**src/hw/rtl/rpd_pkg.sv**
```systemverilog
`timescale 1ns / 1ps
// ----------------------------------------------------------------------------
// rpd_pkg
// Shared types and constants for the residual predictor decoder.
// ----------------------------------------------------------------------------
package rpd_pkg;

   localparam int unsigned DATA_W       = 32;
   localparam int unsigned MODE_W       = 3;
   localparam int unsigned PRIMER_COUNT = 4;
   localparam int signed   STRIP_LIMIT  = 8;
   localparam int unsigned STRIP_STEP   = 2;

   typedef enum logic [MODE_W-1:0] {
      MODE_LAG1    = 3'd0,
      MODE_LAG2    = 3'd1,
      MODE_XOR1    = 3'd2,
      MODE_XOR2    = 3'd3,
      MODE_STRIDE1 = 3'd4,
      MODE_STRIDE2 = 3'd5,
      MODE_STRIP   = 3'd6,
      MODE_RAMP    = 3'd7
   } mode_type;

   // decoder state seen by the prediction logic
   typedef struct packed {
      logic [DATA_W-1:0] v1;
      logic [DATA_W-1:0] v2;
      logic [DATA_W-1:0] v4;
      logic [DATA_W-1:0] item_index;
   } pred_state_type;

endpackage

```
**src/hw/rtl/rpd_decode_unit.sv**
```systemverilog
`timescale 1ns / 1ps
// ----------------------------------------------------------------------------
// rpd_decode_unit
// Forms the prediction for the selected mode and decodes one residual.
// ----------------------------------------------------------------------------
module rpd_decode_unit (
   input  rpd_pkg::mode_type          mode,
   input  rpd_pkg::pred_state_type    state,
   input  logic [rpd_pkg::DATA_W-1:0] residual,
   output logic [rpd_pkg::DATA_W-1:0] value
);
   import rpd_pkg::*;

   logic [DATA_W-1:0] d12;
   logic [DATA_W-1:0] d24;
   logic              strip_near;
   logic [DATA_W-1:0] pred;
   logic              primer;

   assign d12 = state.v1 - state.v2;
   assign d24 = state.v2 - state.v4;
   assign strip_near = ($signed(d24) < $signed(STRIP_LIMIT[DATA_W-1:0])) &&
                       ($signed(d24) > -$signed(STRIP_LIMIT[DATA_W-1:0]));
   assign primer = state.item_index < PRIMER_COUNT[DATA_W-1:0];

   always_comb begin
      unique case (mode)
         MODE_LAG2, MODE_XOR2: pred = state.v2;
         MODE_STRIDE1:         pred = state.v1 + d12;
         MODE_STRIDE2:         pred = state.v2 + d24;
         MODE_STRIP: begin
            if (strip_near) begin
               pred = state.v2 + d24;
            end else begin
               pred = state.v2 + STRIP_STEP[DATA_W-1:0];
            end
         end
         MODE_RAMP:            pred = state.item_index;
         default:              pred = state.v1;
      endcase
   end

   always_comb begin
      if (primer) begin
         value = residual;
      end else if (mode == MODE_XOR1 || mode == MODE_XOR2) begin
         value = residual ^ pred;
      end else begin
         value = residual + pred;
      end
   end

endmodule

```
**src/hw/rtl/residual_predictor_decode.sv**
```systemverilog
`timescale 1ns / 1ps
// ----------------------------------------------------------------------------
// residual_predictor_decode
// Decodes a stream of prediction residuals back into values.
// ----------------------------------------------------------------------------
// Path: an accepted req item passes the input reg, then the result reg, to rsp_tvalid.
// Throughput: 1 item per cycle while rsp_tready does not hold the result register;
//   history and index update as an item enters it, ready for the next prediction.
// Reset: synchronous, active high; clears mode (lag1), history, index, valids.
module residual_predictor_decode (
   input  logic                          clock,
   input  logic                          reset,
   input  logic                          req_tvalid,
   output logic                          req_tready,
   input  logic [rpd_pkg::DATA_W-1:0]    req_tdata,   // [31:0] residual
   input  logic                          req_tlast,   // last_in
   output logic                          rsp_tvalid,
   input  logic                          rsp_tready,
   output logic [rpd_pkg::DATA_W-1:0]    rsp_tdata,   // [31:0] value
   output logic                          rsp_tlast,   // last_out
   input  logic                          csr_valid,
   output logic                          csr_ready,
   input  logic [rpd_pkg::MODE_W-1:0]    csr_data     // [2:0] predictor_mode
);
   import rpd_pkg::*;

   mode_type          mode_ff;
   logic              in_vld_ff;
   logic [DATA_W-1:0] in_res_ff;
   logic              in_last_ff;
   logic              out_vld_ff;
   logic [DATA_W-1:0] out_val_ff;
   logic              out_last_ff;
   logic [DATA_W-1:0] hist_ff [4];
   logic [DATA_W-1:0] index_ff;
   logic              advance;
   logic [DATA_W-1:0] value;
   pred_state_type    state;

   assign advance    = in_vld_ff && (!out_vld_ff || rsp_tready);
   assign req_tready = !in_vld_ff || advance;
   assign csr_ready  = 1'b1;
   assign rsp_tvalid = out_vld_ff;
   assign rsp_tdata  = out_val_ff;
   assign rsp_tlast  = out_last_ff;

   assign state.v1         = hist_ff[0];
   assign state.v2         = hist_ff[1];
   assign state.v4         = hist_ff[3];
   assign state.item_index = index_ff;

   rpd_decode_unit u_decode (
      .mode     (mode_ff),
      .state    (state),
      .residual (in_res_ff),
      .value    (value)
   );

   always_ff @(posedge clock) begin
      if (reset) begin
         mode_ff <= MODE_LAG1;
      end else if (csr_valid) begin
         mode_ff <= mode_type'(csr_data);
      end
   end

   always_ff @(posedge clock) begin
      if (reset) begin
         in_vld_ff <= 1'b0;
      end else if (req_tready) begin
         in_vld_ff <= req_tvalid;
      end
   end

   always_ff @(posedge clock) begin
      if (req_tvalid && req_tready) begin
         in_res_ff  <= req_tdata;
         in_last_ff <= req_tlast;
      end
   end

   always_ff @(posedge clock) begin
      if (reset) begin
         out_vld_ff <= 1'b0;
      end else if (advance) begin
         out_vld_ff <= 1'b1;
      end else if (rsp_tready) begin
         out_vld_ff <= 1'b0;
      end
   end

   always_ff @(posedge clock) begin
      if (advance) begin
         out_val_ff  <= value;
         out_last_ff <= in_last_ff;
      end
   end

   // history shift / block end
   always_ff @(posedge clock) begin
      if (reset) begin
         hist_ff  <= '{default: '0};
         index_ff <= '0;
      end else if (advance) begin
         if (in_last_ff) begin
            hist_ff  <= '{default: '0};
            index_ff <= '0;
         end else begin
            hist_ff[3] <= hist_ff[2];
            hist_ff[2] <= hist_ff[1];
            hist_ff[1] <= hist_ff[0];
            hist_ff[0] <= value;
            index_ff   <= index_ff + 1'b1;
         end
      end
   end

endmodule

```
**config.mk**
```make
export PLATFORM = sky130hd
export DESIGN_NAME = residual_predictor_decode
export DESIGN_NICKNAME = d
export VERILOG_FILES = /design/src/hw/rtl/rpd_pkg.sv /design/src/hw/rtl/rpd_decode_unit.sv /design/src/hw/rtl/residual_predictor_decode.sv
export SDC_FILE = /design/constraint.sdc
export NUM_CORES = 1
export LEC_CHECK = 0
export ABC_AREA = 1
export BUFFER_PORTS_ARGS = -buffer_cell sky130_fd_sc_hd__buf_2
export CORE_MARGIN = 2
export CORE_UTILIZATION = 62
export CTS_CLUSTER_SIZE = 10
export DETAILED_ROUTE_END_ITERATION = 16
export PLACE_DENSITY = 0.87
export SKIP_CTS_REPAIR_TIMING = 1
export SYNTH_ARGS = -nofsm -noshare
export SYNTH_HDL_FRONTEND = slang
export SYNTH_SLANG_ARGS = --single-unit
export TNS_END_PERCENT = 100
```
**constraint.sdc**
```tcl
create_clock -name clock -period 6.65 [get_ports clock]
set_input_delay 1.6625 -clock clock [delete_from_list [all_inputs] [get_ports clock]]
set_output_delay 1.6625 -clock clock [all_outputs]
set_load 0.02 [all_outputs]
```
Word level (Yosys, flattened, before mapping)
Cells that the tools add are included.
{"block": "classes", "n_addsub": 7, "mul": 0, "div": 0, "order_cmp": 3, "n_eq_ne": 7, "n_shift": 0, "mux": 8, "n_bitwise": 1, "reduce_logical": 10}
{"operator": "one-hot mux 32 bit (5 select lines)", "n": 1}
{"operator": "2-to-1 mux 128 bit", "n": 1}
{"operator": "2-to-1 mux 32 bit", "n": 4}
{"operator": "adder 32 bit", "n": 3}
{"operator": "subtractor 32 bit", "n": 2}
{"operator": "adder 32 x 1 -> 32 bit, second input constant", "n": 1}
{"operator": "adder 32 x 2 -> 32 bit, second input constant", "n": 1}
{"operator": "> comparator 32 x 4 -> 1 bit, second input constant", "n": 1}
{"operator": "less-than comparator 32 x 3 -> 1 bit, second input constant", "n": 1}
{"operator": "less-than comparator 32 x 5 -> 1 bit, second input constant", "n": 1}
{"operator": "bitwise XOR 32 bit", "n": 1}
{"operator": "equality test 3 bit, second input constant", "n": 4}
{"operator": "equality test 3 x 2 -> 1 bit, second input constant", "n": 2}
{"operator": "equality test 3 x 1 -> 1 bit, second input constant", "n": 1}
{"operator": "logical AND 1 bit", "n": 3}
{"operator": "logical OR 1 bit", "n": 3}
{"operator": "zero test 1 bit", "n": 2}
{"operator": "2-to-1 mux 1 bit", "n": 2}
{"operator": "nonzero test 2 bit", "n": 1}
{"operator": "OR reduction 2 bit", "n": 1}
{"block": "totals", "reg_bits": 231, "latchBits": 0, "ram_bits": 0, "romBits": 0, "input_bits": 41, "output_inout_bits": 36, "word_cells": 48, "mem_count": 0}

Logic depth before layout (Yosys ltp)
{"block": "logic_depth", "depth_word": 9, "ltp_mapped": 44, "ltp_nobuf": 43}

Hierarchy
From an unflattened synthesis, not the netlist that was laid out.
{"block": "hier_totals", "hier_cells": 2821, "area_unflattened_um2": 18541.5}
{"module": "rpd_decode_unit", "instances": 1, "cells_per_inst": 1939, "area_each_um2": 10302.4, "seq_area_each_um2": 0.0}
{"module": "residual_predictor_decode", "instances": 1, "cells_per_inst": 882, "area_each_um2": 8239.2, "seq_area_each_um2": 5285.1}

Worst setup path before layout
No wires, ideal clock.
{"block": "synth_timing", "path_kind": "register -> register", "start": "reg hist_ff[64] in the netlist's numbering", "end": "reg out_val_ff[31], in the netlist rsp_tdata[31], data pin", "setup_ns": 0.255, "t_arrival_ns": 4.956, "t_required_ns": 6.395, "path_slack_ns": 1.439, "path_stages_with_launch": 39, "n_path_buf": 0, "synth_period_minus_slack_ns": 5.211, "cell_sequence": "dfxtp_1 -> inv_1 -> ha_1 -> fa_1 -> inv_1 -> nand2_1 -> nand2_1 -> nand3_2 -> nand2_2 -> nand2_1 -> nand3_1 -> nand2_1 -> ha_1 -> nand2_1 -> inv_1 -> nand3_1 -> nor4_1 -> nand3_1 -> [... 3 more ...] -> nand2_1 -> nand2_1 -> nand4_1 -> nand3_1 -> xor2_1 -> a211oi_1 -> a21oi_1 -> ha_1 -> inv_1 -> nor4_1 -> nand3_1 -> o21ai_0 -> nand2_1 -> nand2_1 -> nand2_1 -> nand3_1 -> nand3_1 -> and2_1"}
{"block": "synth_via", "elab_chain_cells": 8, "elab_cells_between_ends": 14, "classes_between": "add/sub: 6; order compare: 2; mux: 4; bitwise: 1; reduce/logical: 1"}
{"item": "start, declared", "line": "residual_predictor_decode.sv:34", "text": "logic [DATA_W-1:0] hist_ff [4];"}
{"item": "subtractor 32 bit", "line": "rpd_decode_unit.sv:21", "text": "assign d24 = state.v2 - state.v4;"}
{"item": "less-than comparator 32 x 5 -> 1 bit or > comparator 32 x 4 -> 1 bit (tied branches)", "line": "rpd_decode_unit.sv:22, rpd_decode_unit.sv:23"}
{"item": "logical AND 1 bit", "line": "rpd_decode_unit.sv:22", "text": "assign strip_near = ($signed(d24) < $signed(STRIP_LIMIT[DATA_W-1:0])) &&"}
{"item": "2-to-1 mux 32 bit", "line": "rpd_decode_unit.sv:32", "text": "if (strip_near) begin"}
{"item": "one-hot mux 32 bit (5 select lines) *", "line": "rpd_decode_unit.sv:27", "text": "unique case (mode)"}
{"item": "adder 32 bit or bitwise XOR 32 bit (tied branches)", "line": "rpd_decode_unit.sv:49, rpd_decode_unit.sv:47"}
{"item": "2-to-1 mux 32 bit *", "line": "rpd_decode_unit.sv:46", "text": "end else if (mode == MODE_XOR1 || mode == MODE_XOR2) begin"}
{"item": "2-to-1 mux 32 bit *", "line": "rpd_decode_unit.sv:44", "text": "if (primer) begin"}
{"item": "net u_decode.value (one bit)", "line": "rpd_decode_unit.sv:10", "text": "output logic [rpd_pkg::DATA_W-1:0] value"}
{"item": "end signal, assigned", "line": "residual_predictor_decode.sv:94", "text": "out_val_ff <= value;"}
{"item": "end, declared", "line": "residual_predictor_decode.sv:32", "text": "logic [DATA_W-1:0] out_val_ff;"}
Mark *: on every way through the listed nets, which the timed path passes. The rest lies on a longest branch.
A chain may end at the register's enable or synchronous reset.

Worst setup path in the final report
{"block": "layout_timing", "start": "reg hist_ff[64] in the netlist's numbering", "end": "reg hist_ff[115] in the netlist's numbering"}
{"block": "layout_via", "elab_chain_cells": 9, "elab_cells_between_ends": 15, "classes_between": "add/sub: 6; order compare: 2; mux: 5; bitwise: 1; reduce/logical: 1"}
{"item": "subtractor 32 bit", "line": "rpd_decode_unit.sv:21"}
{"item": "less-than comparator 32 x 5 -> 1 bit or > comparator 32 x 4 -> 1 bit (tied branches)", "line": "rpd_decode_unit.sv:22, rpd_decode_unit.sv:23"}
{"item": "logical AND 1 bit", "line": "rpd_decode_unit.sv:22"}
{"item": "2-to-1 mux 32 bit", "line": "rpd_decode_unit.sv:32"}
{"item": "one-hot mux 32 bit (5 select lines) *", "line": "rpd_decode_unit.sv:27"}
{"item": "adder 32 bit or bitwise XOR 32 bit (tied branches)", "line": "rpd_decode_unit.sv:49, rpd_decode_unit.sv:47"}
{"item": "2-to-1 mux 32 bit *", "line": "rpd_decode_unit.sv:46"}
{"item": "2-to-1 mux 32 bit *", "line": "rpd_decode_unit.sv:44"}
{"item": "net u_decode.value (one bit)", "line": "rpd_decode_unit.sv:10"}
{"item": "2-to-1 mux 128 bit *", "line": "residual_predictor_decode.sv:105", "text": "if (in_last_ff) begin"}
Marks and branches as above.

==> results.sh <==
export IMPL_outcome="complete, no violations"
export IMPL_async_reset_ff_share_pct=0
export IMPL_timing_worst_slew_pin_value_ps=1260
export IMPL_crit_path_end_kind="flip-flop"
export IMPL_synth_flop_cell="sky130_fd_sc_hd__dfxtp_1"
export IMPL_drt_pass1_iter_count=6
export IMPL_critical_path_n_buffers_inverters=5
export IMPL_route_final_wire_length_um=66100
export IMPL_slowest_stage="sky130_fd_sc_hd__fa_1"
export IMPL_clock_sinks=231
export IMPL_ant_nets=0
export IMPL_syn_cell_area_um2=18400
export IMPL_pin_count_of_the_biggest_net_entering_global_routing=78
export IMPL_first_global_vias=19300
export IMPL_clk_pin_slew_ps=60
export IMPL_synth_yosys_warnings=0
export IMPL_crit_path_start_kind="flip-flop"
export IMPL_synth_seq_cells=231
export IMPL_hold_violations=0
export IMPL_global_route_overflow=0
export IMPL_floorplan_initialDensity_pct=62.5
export IMPL_power_density_nw_per_um2=195
export IMPL_grt_use_total_pct=41.5
export IMPL_cts_root_cell="sky130_fd_sc_hd__clkbuf_16"
export IMPL_multi_input_comb_area_um2=11700
export IMPL_flow_area_growth_from_synthesis_pct=10.7
export IMPL_fin_nets=3032
export IMPL_final_hold_worst_slack_ps=457
export IMPL_final_critical_path_share_of_the_clock_period_pct=95.9
export IMPL_synth_edff_count=66
export IMPL_cellLeakagePower_nw=9.11
export IMPL_die_height_um=176
export IMPL_path_common_cell="sky130_fd_sc_hd__nand2_1"
export IMPL_post_drt_wl_per_cell_um=20.2
export IMPL_synth_top_area_share_pct=17.9
export IMPL_clockBufferDepth=3
export IMPL_crit_family="compound AO/OA/AOI/OAI gates"
export IMPL_synth_largest_area_cell="sky130_fd_sc_hd__dfxtp_1"
export IMPL_htreeDepth=1
export IMPL_fin_crit_ps=6370
export IMPL_gp_routability_congestion=0.995
export IMPL_timing_critical_path_slowest_cell_delay_ps=400
export IMPL_worstPathRequired_ps=7150
export IMPL_cts_tree="done"
export IMPL_chipWidth_um=176
export IMPL_layout_cells_most_common_list="sky130_fd_sc_hd__nand2_1 (782), sky130_fd_sc_hd__a21oi_1 (325), sky130_fd_sc_hd__inv_1 (310)"
export IMPL_layout_commonest_cell="sky130_fd_sc_hd__nand2_1"
export IMPL_syn_avg_cell_area_um2=6.62
export IMPL_io_buffer_count=75
export IMPL_drt_initial_drc_count=2418
export IMPL_post_synth_main_area_contributors="sky130_fd_sc_hd__dfxtp_1 (18%), sky130_fd_sc_hd__nand2_1 (16%), sky130_fd_sc_hd__edfxtp_1 (11%), sky130_fd_sc_hd__a21oi_1 (9.0%), sky130_fd_sc_hd__ha_1 (8.6%)"
export IMPL_syn_num_nets=2954
export IMPL_clock_latency_reported_for_the_late_side_of_the_worst_skew_pair_ps=580
export IMPL_timing_final_setup_violations=0
export IMPL_antenna_found_initial=0
export IMPL_total_core_area_um2=29500
export IMPL_register_area_um2=5290
export IMPL_final_fill_count=2522
export IMPL_drc=0
export IMPL_n_antenna_cell=0
export IMPL_crit_arrival_ps=6880
export IMPL_netlist_cell_type_count=62
export IMPL_synthCells=2783
export IMPL_maxSlewViolCount=0
export IMPL_wire_length_of_the_first_global_routing_pass_um=102000
export IMPL_achievable_frequency_mhz=157
export IMPL_design_die_area_um2=31100
export IMPL_synth_seq_area_share_pct=28.7
export IMPL_crit_path_max_fanout=6
export IMPL_dpl_hpwl_um=49900
export IMPL_finish_utilization_pct=69.2
export IMPL_relSlewSlack_pct=16.1
export IMPL_drv_cap=0
export IMPL_worst_setup_path_type="reg -> reg"
export IMPL_placementRows=63
export IMPL_io_pins=77
export IMPL_via_count=20300
export IMPL_finalClockSkew_ps=25.9
export IMPL_tritoncts_num_buffers=28
export IMPL_hold_class="reg -> reg"
export IMPL_drt_vias_per_instance=6.21
export IMPL_final_layout_size_suffix_gt1_share_pct=10.1
export IMPL_ir_worst_vdd_mv=0.227
==> final timing paths <==
| path | cells after the start | start | endpoint | slack, ps |
|---|---|---|---|---|
| max | 38 | hist_ff[64] | hist_ff[115] | 280 |
| min | 2 | hist_ff[60] | hist_ff[28] | 460 |
| max reg2reg | 38 | hist_ff[64] | hist_ff[115] | 280 |
| min reg2reg | 2 | hist_ff[60] | hist_ff[28] | 460 |
==> through the flow <==
step	setup slack [ps]	std cells	total power (W)	instance area, um^2	TNS [ps]
2_1_floorplan	1440	2783	0.00218	18400	0
4_1_cts	241	3265	0.00393	20300	0
6_report	275	3267	0.00398	20400	0
3_3_place_gp	510	3219	0.00245	19400	0
5_1_grt	-58.5	3267	0.00412	20400	-75.0
3_5_place_dp	350	3219	0.00246	19400	0
==> cells in the mapped netlist, types with 3 or more instances <==
cell type and count:
sky130_fd_sc_hd__o221ai_1 15, sky130_fd_sc_hd__and2_1 6, sky130_fd_sc_hd__nor3_1 39, sky130_fd_sc_hd__nand2_1 782, sky130_fd_sc_hd__fa_1 4, sky130_fd_sc_hd__dfxtp_1 165
sky130_fd_sc_hd__o21ai_1 7, sky130_fd_sc_hd__o211ai_1 13, sky130_fd_sc_hd__nor2_1 200, sky130_fd_sc_hd__nand4_1 31, sky130_fd_sc_hd__a21o_1 7, sky130_fd_sc_hd__nand3_2 8
sky130_fd_sc_hd__ha_1 126, sky130_fd_sc_hd__xor2_2 3, sky130_fd_sc_hd__a41oi_1 3, sky130_fd_sc_hd__a211oi_1 7, sky130_fd_sc_hd__a21oi_1 331, sky130_fd_sc_hd__nand3_1 148
sky130_fd_sc_hd__o22a_1 3, sky130_fd_sc_hd__a41oi_2 4, sky130_fd_sc_hd__nand2_2 25, sky130_fd_sc_hd__xor2_1 62, sky130_fd_sc_hd__a21boi_0 3, sky130_fd_sc_hd__o21ai_0 143
sky130_fd_sc_hd__nand3b_1 3, sky130_fd_sc_hd__a31oi_1 13, sky130_fd_sc_hd__inv_1 310, sky130_fd_sc_hd__a21oi_2 5, sky130_fd_sc_hd__o31ai_1 4, sky130_fd_sc_hd__o21a_1 11
sky130_fd_sc_hd__or2_2 15, sky130_fd_sc_hd__edfxtp_1 66, sky130_fd_sc_hd__clkbuf_1 74, sky130_fd_sc_hd__nor2_2 14, sky130_fd_sc_hd__xnor2_1 15, sky130_fd_sc_hd__o221a_2 3
sky130_fd_sc_hd__o21bai_1 13, sky130_fd_sc_hd__a221oi_1 26, sky130_fd_sc_hd__nor3_2 8, sky130_fd_sc_hd__buf_2 3, sky130_fd_sc_hd__clkinv_1 3, sky130_fd_sc_hd__nor4_1 27
sky130_fd_sc_hd__inv_2 8, sky130_fd_sc_hd__buf_1 3
==> routing by layer <==
layer	vias to the layer above	track usage [%]	part of all wire (%)
li1	9512	-	-
met5	-	0	0
met4	0	18.7	5.1
met2	1266	68.2	45
met1	9258	53.3	39
met3	239	7.39	11
==> cells by family after synthesis <==
| family | after synthesis | synth area share, % |
|---|---|---|
| other cells | 1 | 0.0204 |
| buf+inv | 405 | 8.39 |
| fa+ha+maj | 130 | 8.99 |
| simple gates | 1311 | 30.4 |
| compound gates | 625 | 19.6 |
| xor+xnor | 80 | 3.92 |
| flops | 231 | 28.7 |
==> power breakdown <==
group / internal (W) / switching (W)
combinational: 0.000314 / 0.000665
clock: 0.000883 / 0.000608
sequential: 0.00148 / 0.0000291
==> final cells by class <==
| type | instances | share of cell area [%] |
|---|---|---|
| multi-input cells | 2147 | 57.4 |
| flip-flops and latches | 231 | 25.9 |
| inverters | 322 | 5.95 |
| repair buffers | 131 | 4.04 |
| clock buffers | 42 | 3.84 |
| well taps | 390 | 2.39 |
| clock inverters | 4 | 0.466 |
==> registers in the layout, summed over array words and instances (netlist names) <==
signal and flops:
hist_ff 128, in_res_ff 32, index_ff 32, rsp_tdata 32, mode_ff 3, in_last_ff 1, in_vld_ff 1, rsp_tlast 1
rsp_tvalid 1
==> worst min-delay path: stages, from the launching register on <==
cell	delay (ps)
sky130_fd_sc_hd__dfxtp_1	300
sky130_fd_sc_hd__nand2_1	60
sky130_fd_sc_hd__a21oi_1	50
No activity file was read; power rests on OpenSTA's default activity.
